==> src/design/jsu_pkg.sv <==
`timescale 1ns / 1ps
`default_nettype none
package jsu_pkg;

	// widths of the stream words
	localparam int unsigned BYTE_W    = 8;
	localparam int unsigned STAT_W    = 2;
	localparam int unsigned MAX_RES   = 4;
	localparam int unsigned RES_CNT_W = 3;
	localparam int unsigned RES_IDX_W = 2;

	// default depth of the result group queue
	localparam int unsigned GRP_DEPTH_DEF = 4;

	// decoder phase
	localparam logic [1:0] PH_IDLE = 2'd0;
	localparam logic [1:0] PH_STR  = 2'd1;
	localparam logic [1:0] PH_ESC  = 2'd2;
	localparam logic [1:0] PH_HEX  = 2'd3;

	// result status codes
	localparam logic [STAT_W-1:0] ST_DATA   = 2'd0;
	localparam logic [STAT_W-1:0] ST_CLOSED = 2'd1;
	localparam logic [STAT_W-1:0] ST_UNTERM = 2'd2;
	localparam logic [STAT_W-1:0] ST_BADHEX = 2'd3;

	// characters of interest
	localparam logic [BYTE_W-1:0] CH_DQUOTE = 8'h22;
	localparam logic [BYTE_W-1:0] CH_SQUOTE = 8'h27;
	localparam logic [BYTE_W-1:0] CH_BSLASH = 8'h5C;
	localparam logic [BYTE_W-1:0] CH_SLASH  = 8'h2F;
	localparam logic [BYTE_W-1:0] CH_LOW_U  = 8'h75;
	localparam logic [BYTE_W-1:0] CH_LOW_B  = 8'h62;
	localparam logic [BYTE_W-1:0] CH_LOW_F  = 8'h66;
	localparam logic [BYTE_W-1:0] CH_LOW_R  = 8'h72;
	localparam logic [BYTE_W-1:0] CH_LOW_N  = 8'h6E;
	localparam logic [BYTE_W-1:0] CH_LOW_T  = 8'h74;
	localparam logic [BYTE_W-1:0] CH_BS     = 8'h08;
	localparam logic [BYTE_W-1:0] CH_FF     = 8'h0C;
	localparam logic [BYTE_W-1:0] CH_CR     = 8'h0D;
	localparam logic [BYTE_W-1:0] CH_LF     = 8'h0A;
	localparam logic [BYTE_W-1:0] CH_TAB    = 8'h09;

	// all results caused by one input word
	typedef struct packed {
		logic [MAX_RES-1:0][BYTE_W-1:0] dat;
		logic [MAX_RES-1:0][STAT_W-1:0] st;
		logic [RES_CNT_W-1:0]           cnt;
	} grp_t;

	// append one result to a group
	function automatic grp_t grp_push(grp_t g, logic [BYTE_W-1:0] b, logic [STAT_W-1:0] s);
		grp_t r;
		r = g;
		if (g.cnt < RES_CNT_W'(MAX_RES)) begin
			r.dat[g.cnt[RES_IDX_W-1:0]] = b;
			r.st[g.cnt[RES_IDX_W-1:0]]  = s;
			r.cnt = g.cnt + RES_CNT_W'(1);
		end
		return r;
	endfunction

endpackage
`default_nettype wire

==> src/design/json_string_unescape_utf8_unit.sv <==
`timescale 1ns / 1ps
`default_nettype none
// data path: input stage register, decode, then the result group queue
// throughput: one input word per cycle when the queue has room; a word
// giving n results takes n transfers; a queue buffers GRP_DEPTH result groups
// reset: arst_n clears the decoder phase, the hex digit state and the queue;
// the decoder starts idle and waits for a word with the start flag
module json_string_unescape_utf8_unit #(
	parameter int unsigned GRP_DEPTH = jsu_pkg::GRP_DEPTH_DEF
) (
	input  wire logic                        clk,
	input  wire logic                        arst_n,
	input  wire logic                        s_tvalid,
	output      logic                        s_tready,
	input  wire logic [jsu_pkg::BYTE_W-1:0]  s_tdata,  // [7:0] text_byte
	input  wire logic                        s_tuser,  // [0] start_req
	input  wire logic                        s_tlast,  // end_of_text
	output      logic                        m_tvalid,
	input  wire logic                        m_tready,
	output      logic [jsu_pkg::BYTE_W-1:0]  m_tdata,  // [7:0] out_byte
	output      logic [jsu_pkg::STAT_W-1:0]  m_tuser,  // [1:0] status
	output      logic                        m_tlast   // last_of_run
);
	import jsu_pkg::*;

	localparam int unsigned PTR_W = (GRP_DEPTH > 1) ? $clog2(GRP_DEPTH) : 1;
	localparam int unsigned CNT_W = $clog2(GRP_DEPTH + 1);
	localparam logic [CNT_W:0] ROOM = (CNT_W+1)'(GRP_DEPTH - 1);
	localparam logic [PTR_W-1:0] PTR_LAST = PTR_W'(GRP_DEPTH - 1);

	// input stage
	logic              v_s1;
	logic [BYTE_W-1:0] byte_s1;
	logic              start_s1;
	logic              last_s1;

	// decoder state
	logic [1:0]  phase_q;
	logic        delim_single_q;
	logic [15:0] hex_accum_q;
	logic [2:0]  hex_seen_q;

	logic [1:0]  phase_d;
	logic        delim_single_d;
	logic [15:0] hex_accum_d;
	logic [2:0]  hex_seen_d;
	grp_t        grp_d;

	// result group queue
	grp_t                 fifo_q [GRP_DEPTH];
	logic [PTR_W-1:0]     wr_ptr_q;
	logic [PTR_W-1:0]     rd_ptr_q;
	logic [CNT_W-1:0]     count_q;
	logic [RES_IDX_W-1:0] idx_q;
	grp_t                 head;
	logic                 wr_en;
	logic                 pop;
	logic                 pop_grp;

	// accept while a group slot stays free for the word in the input stage
	assign s_tready = ({1'b0, count_q} + (CNT_W+1)'(v_s1)) <= ROOM;

	// input stage register
	always_ff @(posedge clk or negedge arst_n) begin
		if (!arst_n) begin
			v_s1 <= 1'b0;
		end else begin
			v_s1 <= s_tvalid && s_tready;
		end
	end

	always_ff @(posedge clk) begin
		if (s_tvalid && s_tready) begin
			byte_s1  <= s_tdata;
			start_s1 <= s_tuser;
			last_s1  <= s_tlast;
		end
	end

	// one decoding step on the registered word
	always_comb begin
		logic [BYTE_W-1:0] m;
		logic              is_hex;
		logic [3:0]        dig;
		logic [15:0]       acc;

		phase_d        = phase_q;
		delim_single_d = delim_single_q;
		hex_accum_d    = hex_accum_q;
		hex_seen_d     = hex_seen_q;
		grp_d          = '0;
		m              = '0;
		is_hex         = 1'b0;
		dig            = '0;
		acc            = '0;

		// hex digit value
		if (byte_s1 >= 8'h30 && byte_s1 <= 8'h39) begin
			is_hex = 1'b1;
			dig    = byte_s1[3:0];
		end else if ((byte_s1 >= 8'h61 && byte_s1 <= 8'h66) ||
			(byte_s1 >= 8'h41 && byte_s1 <= 8'h46)) begin
			is_hex = 1'b1;
			dig    = byte_s1[3:0] + 4'd9;
		end

		if (start_s1) begin
			// opening quote picks the delimiter
			delim_single_d = (byte_s1 == CH_SQUOTE);
			hex_accum_d    = '0;
			hex_seen_d     = '0;
			phase_d        = PH_STR;
			if (last_s1) begin
				grp_d   = grp_push(grp_d, '0, ST_UNTERM);
				phase_d = PH_IDLE;
			end
		end else begin
			case (phase_q)
				PH_STR: begin
					if (byte_s1 == CH_DQUOTE || byte_s1 == CH_SQUOTE) begin
						if ((byte_s1 == CH_SQUOTE) == delim_single_q) begin
							grp_d   = grp_push(grp_d, '0, ST_CLOSED);
							phase_d = PH_IDLE;
						end else begin
							grp_d = grp_push(grp_d, byte_s1, ST_DATA);
							if (last_s1) begin
								grp_d   = grp_push(grp_d, '0, ST_UNTERM);
								phase_d = PH_IDLE;
							end
						end
					end else if (last_s1) begin
						grp_d   = grp_push(grp_d, '0, ST_UNTERM);
						phase_d = PH_IDLE;
					end else if (byte_s1 == CH_BSLASH) begin
						phase_d = PH_ESC;
					end else begin
						grp_d = grp_push(grp_d, byte_s1, ST_DATA);
					end
				end
				PH_ESC: begin
					if (byte_s1 == CH_LOW_U) begin
						hex_accum_d = '0;
						hex_seen_d  = '0;
						if (last_s1) begin
							grp_d   = grp_push(grp_d, '0, ST_UNTERM);
							phase_d = PH_IDLE;
						end else begin
							phase_d = PH_HEX;
						end
					end else begin
						// single-byte escapes
						case (byte_s1)
							CH_BSLASH: m = CH_BSLASH;
							CH_SLASH:  m = CH_SLASH;
							CH_DQUOTE: m = CH_DQUOTE;
							CH_SQUOTE: m = CH_SQUOTE;
							CH_LOW_B:  m = CH_BS;
							CH_LOW_F:  m = CH_FF;
							CH_LOW_R:  m = CH_CR;
							CH_LOW_N:  m = CH_LF;
							CH_LOW_T:  m = CH_TAB;
							default:   m = '0;
						endcase
						if (m != '0) begin
							grp_d = grp_push(grp_d, m, ST_DATA);
						end else begin
							grp_d = grp_push(grp_d, CH_BSLASH, ST_DATA);
							grp_d = grp_push(grp_d, byte_s1, ST_DATA);
						end
						phase_d = PH_STR;
						if (last_s1) begin
							grp_d   = grp_push(grp_d, '0, ST_UNTERM);
							phase_d = PH_IDLE;
						end
					end
				end
				PH_HEX: begin
					acc = {hex_accum_q[11:0], dig};
					if (last_s1 && hex_seen_q < 3'd3) begin
						grp_d   = grp_push(grp_d, '0, ST_UNTERM);
						phase_d = PH_IDLE;
					end else if (!is_hex) begin
						grp_d   = grp_push(grp_d, '0, ST_BADHEX);
						phase_d = PH_IDLE;
					end else begin
						hex_accum_d = acc;
						hex_seen_d  = hex_seen_q + 3'd1;
						if (hex_seen_q == 3'd3) begin
							// utf-8 encoding of the code unit
							if (acc < 16'd128) begin
								grp_d = grp_push(grp_d, acc[7:0], ST_DATA);
							end else if (acc < 16'd2048) begin
								grp_d = grp_push(grp_d, {3'b110, acc[10:6]}, ST_DATA);
								grp_d = grp_push(grp_d, {2'b10, acc[5:0]}, ST_DATA);
							end else begin
								grp_d = grp_push(grp_d, {4'b1110, acc[15:12]}, ST_DATA);
								grp_d = grp_push(grp_d, {2'b10, acc[11:6]}, ST_DATA);
								grp_d = grp_push(grp_d, {2'b10, acc[5:0]}, ST_DATA);
							end
							hex_seen_d = '0;
							phase_d    = PH_STR;
							if (last_s1) begin
								grp_d   = grp_push(grp_d, '0, ST_UNTERM);
								phase_d = PH_IDLE;
							end
						end
					end
				end
				default: begin
					// idle: bytes without the start flag are ignored
					phase_d = PH_IDLE;
				end
			endcase
		end
	end

	// decoder state update
	always_ff @(posedge clk or negedge arst_n) begin
		if (!arst_n) begin
			phase_q        <= PH_IDLE;
			delim_single_q <= 1'b0;
			hex_accum_q    <= '0;
			hex_seen_q     <= '0;
		end else if (v_s1) begin
			phase_q        <= phase_d;
			delim_single_q <= delim_single_d;
			hex_accum_q    <= hex_accum_d;
			hex_seen_q     <= hex_seen_d;
		end
	end

	// queue head and output word
	assign head     = fifo_q[rd_ptr_q];
	assign m_tvalid = (count_q != '0);
	assign m_tdata  = head.dat[idx_q];
	assign m_tuser  = head.st[idx_q];
	assign m_tlast  = ({1'b0, idx_q} == (head.cnt - RES_CNT_W'(1)));
	assign pop      = m_tvalid && m_tready;
	assign pop_grp  = pop && m_tlast;
	assign wr_en    = v_s1 && (grp_d.cnt != '0);

	// queue storage
	always_ff @(posedge clk) begin
		if (wr_en) begin
			fifo_q[wr_ptr_q] <= grp_d;
		end
	end

	// queue pointers and drain index
	always_ff @(posedge clk or negedge arst_n) begin
		if (!arst_n) begin
			wr_ptr_q <= '0;
			rd_ptr_q <= '0;
			count_q  <= '0;
			idx_q    <= '0;
		end else begin
			if (wr_en) begin
				wr_ptr_q <= (wr_ptr_q == PTR_LAST) ? '0 : wr_ptr_q + PTR_W'(1);
			end
			if (pop_grp) begin
				rd_ptr_q <= (rd_ptr_q == PTR_LAST) ? '0 : rd_ptr_q + PTR_W'(1);
				idx_q    <= '0;
			end else if (pop) begin
				idx_q <= idx_q + RES_IDX_W'(1);
			end
			count_q <= count_q + CNT_W'(wr_en) - CNT_W'(pop_grp);
		end
	end

endmodule
`default_nettype wire
==> config.mk <==
export PLATFORM = sky130hd
export DESIGN_NAME = json_string_unescape_utf8_unit
export DESIGN_NICKNAME = d
export VERILOG_FILES = /design/src/design/jsu_pkg.sv /design/src/design/json_string_unescape_utf8_unit.sv
export SDC_FILE = /design/constraint.sdc
export NUM_CORES = 1
export LEC_CHECK = 0
export BUFFER_PORTS_ARGS = -buffer_cell sky130_fd_sc_hd__buf_4
export CAP_MARGIN = 20
export CORE_MARGIN = 4
export CORE_UTILIZATION = 54
export DETAILED_ROUTE_END_ITERATION = 8
export HOLD_SLACK_MARGIN = 0.15
export PLACE_DENSITY_LB_ADDON = 0.12
export SLEW_MARGIN = 20
export SYNTH_ARGS = -nofsm -noshare
export SYNTH_HDL_FRONTEND = slang
export SYNTH_SLANG_ARGS = --single-unit
==> constraint.sdc <==
create_clock -name clk -period 8.55 [get_ports clk]
set_input_delay 0.4275 -clock clk [delete_from_list [all_inputs] [get_ports clk]]
set_output_delay 0.4275 -clock clk [all_outputs]
set_load 0.01 [all_outputs]
Word-level counts from Yosys, hierarchy flattened
Memories as Yosys holds them, arrays and structs flattened.
Index checks and enable logic that the tools add are counted.

cells by class
  mux-type cells = 157
  reduce and logical (&&, ||, !) cells = 25
  equality and inequality tests = 24
  bitwise operators = 23
  magnitude comparators = 32
  $add $sub $neg = 16

operators by type and width
  kind                                                                          count
  43-bit two-way mux                                                            35
  8-bit two-way mux                                                             33
  43-bit one-hot mux with 3 select lines                                        1
  32-bit bitwise mux                                                            4
  5-bit two-way mux                                                             23
  8-bit demux with 2-bit select                                                 7
  32-bit inverter                                                               3
  32-bit AND                                                                    2
  7-bit one-hot mux with 9 select lines                                         1
  8-bit by 7-bit == test with 1-bit output, second input constant               7
  12-bit two-way mux                                                            4
  2-bit two-way mux                                                             23
  19-bit two-way mux                                                            2
  8-bit by 32-bit AND with 32-bit output                                        1
  8-bit inverter                                                                4
  2-bit demux with 2-bit select                                                 7
  3-bit by 1-bit adder with 3-bit output, second input constant                 8
  2-bit by 8-bit AND with 8-bit output                                          3
  8-bit by 6-bit == test with 1-bit output, second input constant               3
  2-bit by 3-bit less-than comparator with 1-bit output, second input constant  8
  12-bit one-hot mux with 2 select lines                                        1
  3-bit less-than comparator, second input constant                             7
  8-bit binary-select mux with 2-bit select                                     1
  8-bit by 7-bit >= comparator with 1-bit output, second input constant         2
  other kinds (41)                                                              87

storage, ports and cells
  bits in writable memories = 172
  memories = 1
  flip-flop bits (word level) = 38
  word-level logic and storage cells = 290
  bits of input ports = 14
  output and inout bits = 13

memories
  name    words  width  rd ports  clocked after Yosys merged registers in  wr ports  line                                  RTL
  fifo_q  4      43     1         0                                        1         json_string_unescape_utf8_unit.sv:50  grp_t fifo_q [GRP_DEPTH];

Logic depth before layout (Yosys ltp)
  word-level depth = 58
  depth in mapped cells = 18
  gate-level depth less buffers = 18

Worst setup path after synthesis
No wires, ideal clock.

  path kind = register -> register
  start point = register rd_ptr_q[0]
  end point = register count_q[2]
  arrival = 3.672 ns
  slack = 4.757 ns
  data required time = 8.428 ns
  stages on the path, launching flop included = 16
  path buffers = 3
  setup time = 0.122 ns
  period minus slack after synthesis = 3.793 ns
  path through = dfrtp_1 > clkbuf_1 > buf_2 > buf_1 > mux4_2 > inv_1 > ha_1 > xor2_1 > nand3_1 > nor2_1 > ha_1 > inv_1 > ha_1 > inv_1 > fa_1 > xor2_1

between the ends
  cells in the longest elaborated chain, start to end = 5

RTL lines
  item                                         line                                   RTL
  from (decl)                                  json_string_unescape_utf8_unit.sv:52   logic [PTR_W-1:0] rd_ptr_q;
  from (signal assigned)                       json_string_unescape_utf8_unit.sv:261  rd_ptr_q <= (rd_ptr_q == PTR_LAST) ? '0 : rd_ptr_q + PTR_W'(1);
  memory 4 x 43 bit                            -
  3-bit by 1-bit subtractor with 3-bit output  json_string_unescape_utf8_unit.sv:237  assign m_tlast = ({1'b0, idx_q} == (head.cnt - RES_CNT_W'(1)));
  2-bit by 3-bit == test with 1-bit output     json_string_unescape_utf8_unit.sv:237
  1-bit logical AND                            json_string_unescape_utf8_unit.sv:239  assign pop_grp = pop && m_tlast;
  via pop_grp                                  json_string_unescape_utf8_unit.sv:58   logic pop_grp;
  3-bit by 1-bit subtractor with 3-bit output  json_string_unescape_utf8_unit.sv:266  count_q <= count_q + CNT_W'(wr_en) - CNT_W'(pop_grp);
  to (signal assigned)                         json_string_unescape_utf8_unit.sv:266
  to (decl)                                    json_string_unescape_utf8_unit.sv:53   logic [CNT_W-1:0] count_q;

The timed path passes the listed nets, and every way through them passes these cells.
A chain may end at the register's enable or synchronous reset.

Final worst setup path
  start point = register byte_s1[4]
  end point = register count_q[2]

between the ends
  cells in the longest elaborated chain, start to end = 25
  elaborated cells between the ends (all ways) = 66
  classes of those cells = 4 x add/sub; 10 x order compare; 11 x eq/ne; 33 x mux; 8 x reduce/logical

RTL lines
  item                                                                          line                                                                          RTL
  from (decl)                                                                   json_string_unescape_utf8_unit.sv:33                                          logic [BYTE_W-1:0] byte_s1;
  from (signal assigned)                                                        json_string_unescape_utf8_unit.sv:74                                          byte_s1 <= s_tdata;
  8-bit by 7-bit >= comparator with 1-bit output, or another cell as far along  json_string_unescape_utf8_unit.sv:101                                         end else if ((byte_s1 >= 8'h61 && byte_s1 <= 8'h66) ||
  1-bit logical AND, on equally long branches                                   json_string_unescape_utf8_unit.sv:101, json_string_unescape_utf8_unit.sv:102
  1-bit logical OR                                                              json_string_unescape_utf8_unit.sv:101
  4-bit two-way mux                                                             json_string_unescape_utf8_unit.sv:101
  4-bit two-way mux                                                             json_string_unescape_utf8_unit.sv:98                                          if (byte_s1 >= 8'h30 && byte_s1 <= 8'h39) begin
  16-bit by 12-bit less-than comparator with 1-bit output                       json_string_unescape_utf8_unit.sv:192                                         end else if (acc < 16'd2048) begin
  43-bit two-way mux                                                            json_string_unescape_utf8_unit.sv:192
  43-bit two-way mux                                                            json_string_unescape_utf8_unit.sv:190                                         if (acc < 16'd128) begin
  [... 9 more ...]                                                              -
  43-bit two-way mux                                                            json_string_unescape_utf8_unit.sv:182                                         end else if (!is_hex) begin
  43-bit two-way mux                                                            json_string_unescape_utf8_unit.sv:179                                         if (last_s1 && hex_seen_q < 3'd3) begin
  43-bit one-hot mux with 3 select lines *                                      json_string_unescape_utf8_unit.sv:118                                         case (phase_q)
  43-bit two-way mux *                                                          json_string_unescape_utf8_unit.sv:107                                         if (start_s1) begin
  3-bit nonzero test *                                                          json_string_unescape_utf8_unit.sv:240                                         assign wr_en = v_s1 && (grp_d.cnt != '0);
  1-bit logical AND *                                                           json_string_unescape_utf8_unit.sv:240
  3-bit by 1-bit adder with 3-bit output *                                      json_string_unescape_utf8_unit.sv:266
  3-bit by 1-bit subtractor with 3-bit output *                                 json_string_unescape_utf8_unit.sv:266

Every way passes the cells marked *; elsewhere a longest branch is shown, timed or not. The select of a mux whose other input is x is not followed.

==> out/qor.yml <==
outcome:
  run_status: "finished clean"
power_and_ir_drop:
  power.density_nw_per_um2: 288.3
  vdd_drop_max_v: 0.0001661
  seq_power_share_pct: 43.7
  pwr-share-comb_pct: 29.2
  p_int_mw: 1.655
  p_leak_nw: 2.998
  p_clk_share_pct: 27.1
  switching_power_uw: 776.6
  sw_frac_of_total_pct: 31.93
placed_design:
  detailed_place_hpwl_um: 11240
  place_congestion: 0.9092
  portBuffers: 26
setup_path:
  crit_type: "flop to flop"
  crit_arrival_ps: 4450
  reg2reg_setup_slack_ps: 4410
  critPathLaunchType: "flop"
  end_kind: "flop"
  reg2reg_depth: 16
  worstPathMaxFanout: 11
  cp.required_ps: 8850
synth:
  synth_mux_area_share_pct: 11.13
  yosysTopAreaCell: "edfxtp_1"
  synth_edf_count: 130
  synthCells: 572
  synth_top_family_by_area: "multiplexers"
  yosysMostFrequentCell: "edfxtp_1"
  synthAdderAreaFrac_pct: 3.571
  synthTopCellsByArea: "edfxtp_1, dfrtp_1, mux4_2, ha_1, nand2_1"
  synthTopCellsByCount: "edfxtp_1, nand2_1, nor2_1"
  ys_warn_count: 0
  ys.flop_type: "edfxtp_1"
  ys_seq_area_share_pct: 60.85
  syn_area_per_cell_um2: 13.23
  synth_xor_area_share_pct: 0.6944
  yosys_register_bits: 158
  synth_simple_gate_area_share_pct: 10.65
  yosysUniqueCellTypes: 62
  syn_nets: 607
  synth-compound-area-share_pct: 9.904
  syn_area_um2: 7567
  synth.top_cell.area_share_pct: 51.59
  async_reset_ff_share_pct: 17.72
clocking:
  cts_buffers: 17
  cts.path.max_buffers: 2
  cts_tree: "built"
  cts_max_level: 4
  postCtsSetupBuffers: 0
  clk_latency_ps: 410
  cts_sinks: 158
  clk_pin_slew_ps: 60
  clock-root-buffer: "clkbuf_16"
  ctsResizeCount: 0
sta:
  fmax_ghz: 0.2414
  period_minus_slack_ps: 4143
  fin_skew_ps: 12.96
  worst_pin_slew_ps: 977.3
  final_max_slew_viol_count: 0
  min_period_over_period_pct: 48.46
  rsz0062_at_grt: "false"
  hold_viol: 0
  whs_ps: 189.9
  finalSetupViolCount: 0
  fin_tns_setup_ps: 0
  slew_headroom_pct: 34.25
global_route:
  overflow: 0
  grt_pass1_vias: 4703
  antenna_found_initial: 0
  track_usage_pct: 21.48
  grt_first_pass_wirelength_um: 26430
  grt_max_degree: 34
final_layout:
  diodes: 0
  drive_gt1_share_pct: 17.99
  layout.nets: 628
  fin_util_pct: 62.47
  areaGrowthSynthToFinish_pct: 11.49
detailed_routing:
  vias: 4836
  drt_first_iter_violations: 458
  dr.pass1.iters: 5
  post_drt_wl_per_cell_um: 20.81
  drt_wl_total_um: 16280
  drcViolationCount: 0
  ant_nets: 0
  routed_via_density: 6.184
min_path:
  min_delay_path_depth: 1
  hold_class: "primary input to flop"
floorplanning:
  start_util_pct: 56.03
  die_x_um: 126.4
  core_area_um2: 13510
  die_y_um: 126.4
  num_io_pins: 27
  num_rows: 42
  dieArea_um2: 15970
flow_run:
  drv_cap: 0
==> worst max-delay path: stages (launching register included) <==
cell      delay, ps
edfxtp_1        560
or4b_4          650
a211oi_1        390
a21oi_1         120
nand3_1         200
ha_1            150
nor2_1           50
nor3_2          250
a21oi_1         110
o41a_4          500
inv_1            70
ha_1            230
inv_1            60
ha_1            130
inv_1            40
fa_1            370
xor2_1          170
==> through the flow <==
stage / total power [mW] / instance area [um2] / setup slack (ps) / std cells
floorplan: 1.558 / 7567 / 4757 / 572
global placement: 1.789 / 7908 / 4491 / 749
detailed placement: 1.803 / 7908 / 4400 / 749
CTS: 2.463 / 8437 / 4387 / 782
global route: 2.586 / 8437 / 4147 / 782
finish: 2.432 / 8437 / 4407 / 782
==> logic make-up after synthesis <==
logic type	after synthesis
XOR/XNOR	6
flip-flops	158
AO/OA/AOI/OAI	118
adder cells (fa/ha/maj)	21
AND/OR/NAND/NOR	163
multiplexers	44
buffers and inverters	62
==> placed cells by master (no fill, tap or decap), drive strengths merged, types with 21 or more instances in the layout <==
master    n
a21oi    37
buf      33
clkbuf   21
dfrtp    28
edfxtp  130
inv      32
mux4     31
nand2    52
nor2     41
o21ai    28
==> cell type report <==
type                    instances  area [um2]
fillers                      1039        5069
flip-flops and latches        158        4607
multi-input cells             352        2720
clock buffers                  21       450.4
repair buffers                 34       257.7
well taps                     176       220.2
inverters                      30       112.6
clock inverters                11       68.82
==> power by group through the flow <==
stage / sequential, mW / combinational, mW / clock [mW]
4_1_cts: 1.06 / 0.726 / 0.673
2_1_floorplan: 0.973 / 0.586 / 0
6_report: 1.06 / 0.710 / 0.658
3_5_place_dp: 1.08 / 0.724 / 0
5_1_grt: 1.08 / 0.793 / 0.713
3_3_place_gp: 1.08 / 0.712 / 0
==> what timing repair did <==
action	4_1_cts	5_1_grt
endpoints found under the setup margin	0	0
hold endpoints to repair	28	0
hold buffers	1	0
==> sequential cells by signal, summed over array words and instances (netlist names) <==
signal,flops
phase_q,2
v_s1,1
fifo_q,120
count_q,3
idx_q,2
delim_single_q,1
wr_ptr_q,2
hex_accum_q,12
rd_ptr_q,2
hex_seen_q,3
byte_s1,8
last_s1,1
start_s1,1
==> path summary, 6_finish.rpt <==
path	end	from
hold / removal	last_s1	s_tlast
setup reg to reg	count_q[2]	byte_s1[4]
setup / recovery	count_q[2]	byte_s1[4]
min in group asynchronous	hex_seen_q[1]	arst_n
hold reg to reg	hex_accum_q[9]	hex_accum_q[9]
max in group asynchronous	rd_ptr_q[0]	arst_n
==> per-layer routing <==
layer | routed length (um) | vias to the layer above | share of wire [%] | global-route usage, %
met4 | 274 | 0 | 1.7 | 6.372
met5 | 0 | - | 0 | 0
met3 | 934 | 19 | 5.7 | 4.750
met1 | 7246 | 2424 | 45 | 30.83
li1 | - | 2219 | - | -
met2 | 7819 | 174 | 48 | 33.34
Power figures use the tool's default switching activity.
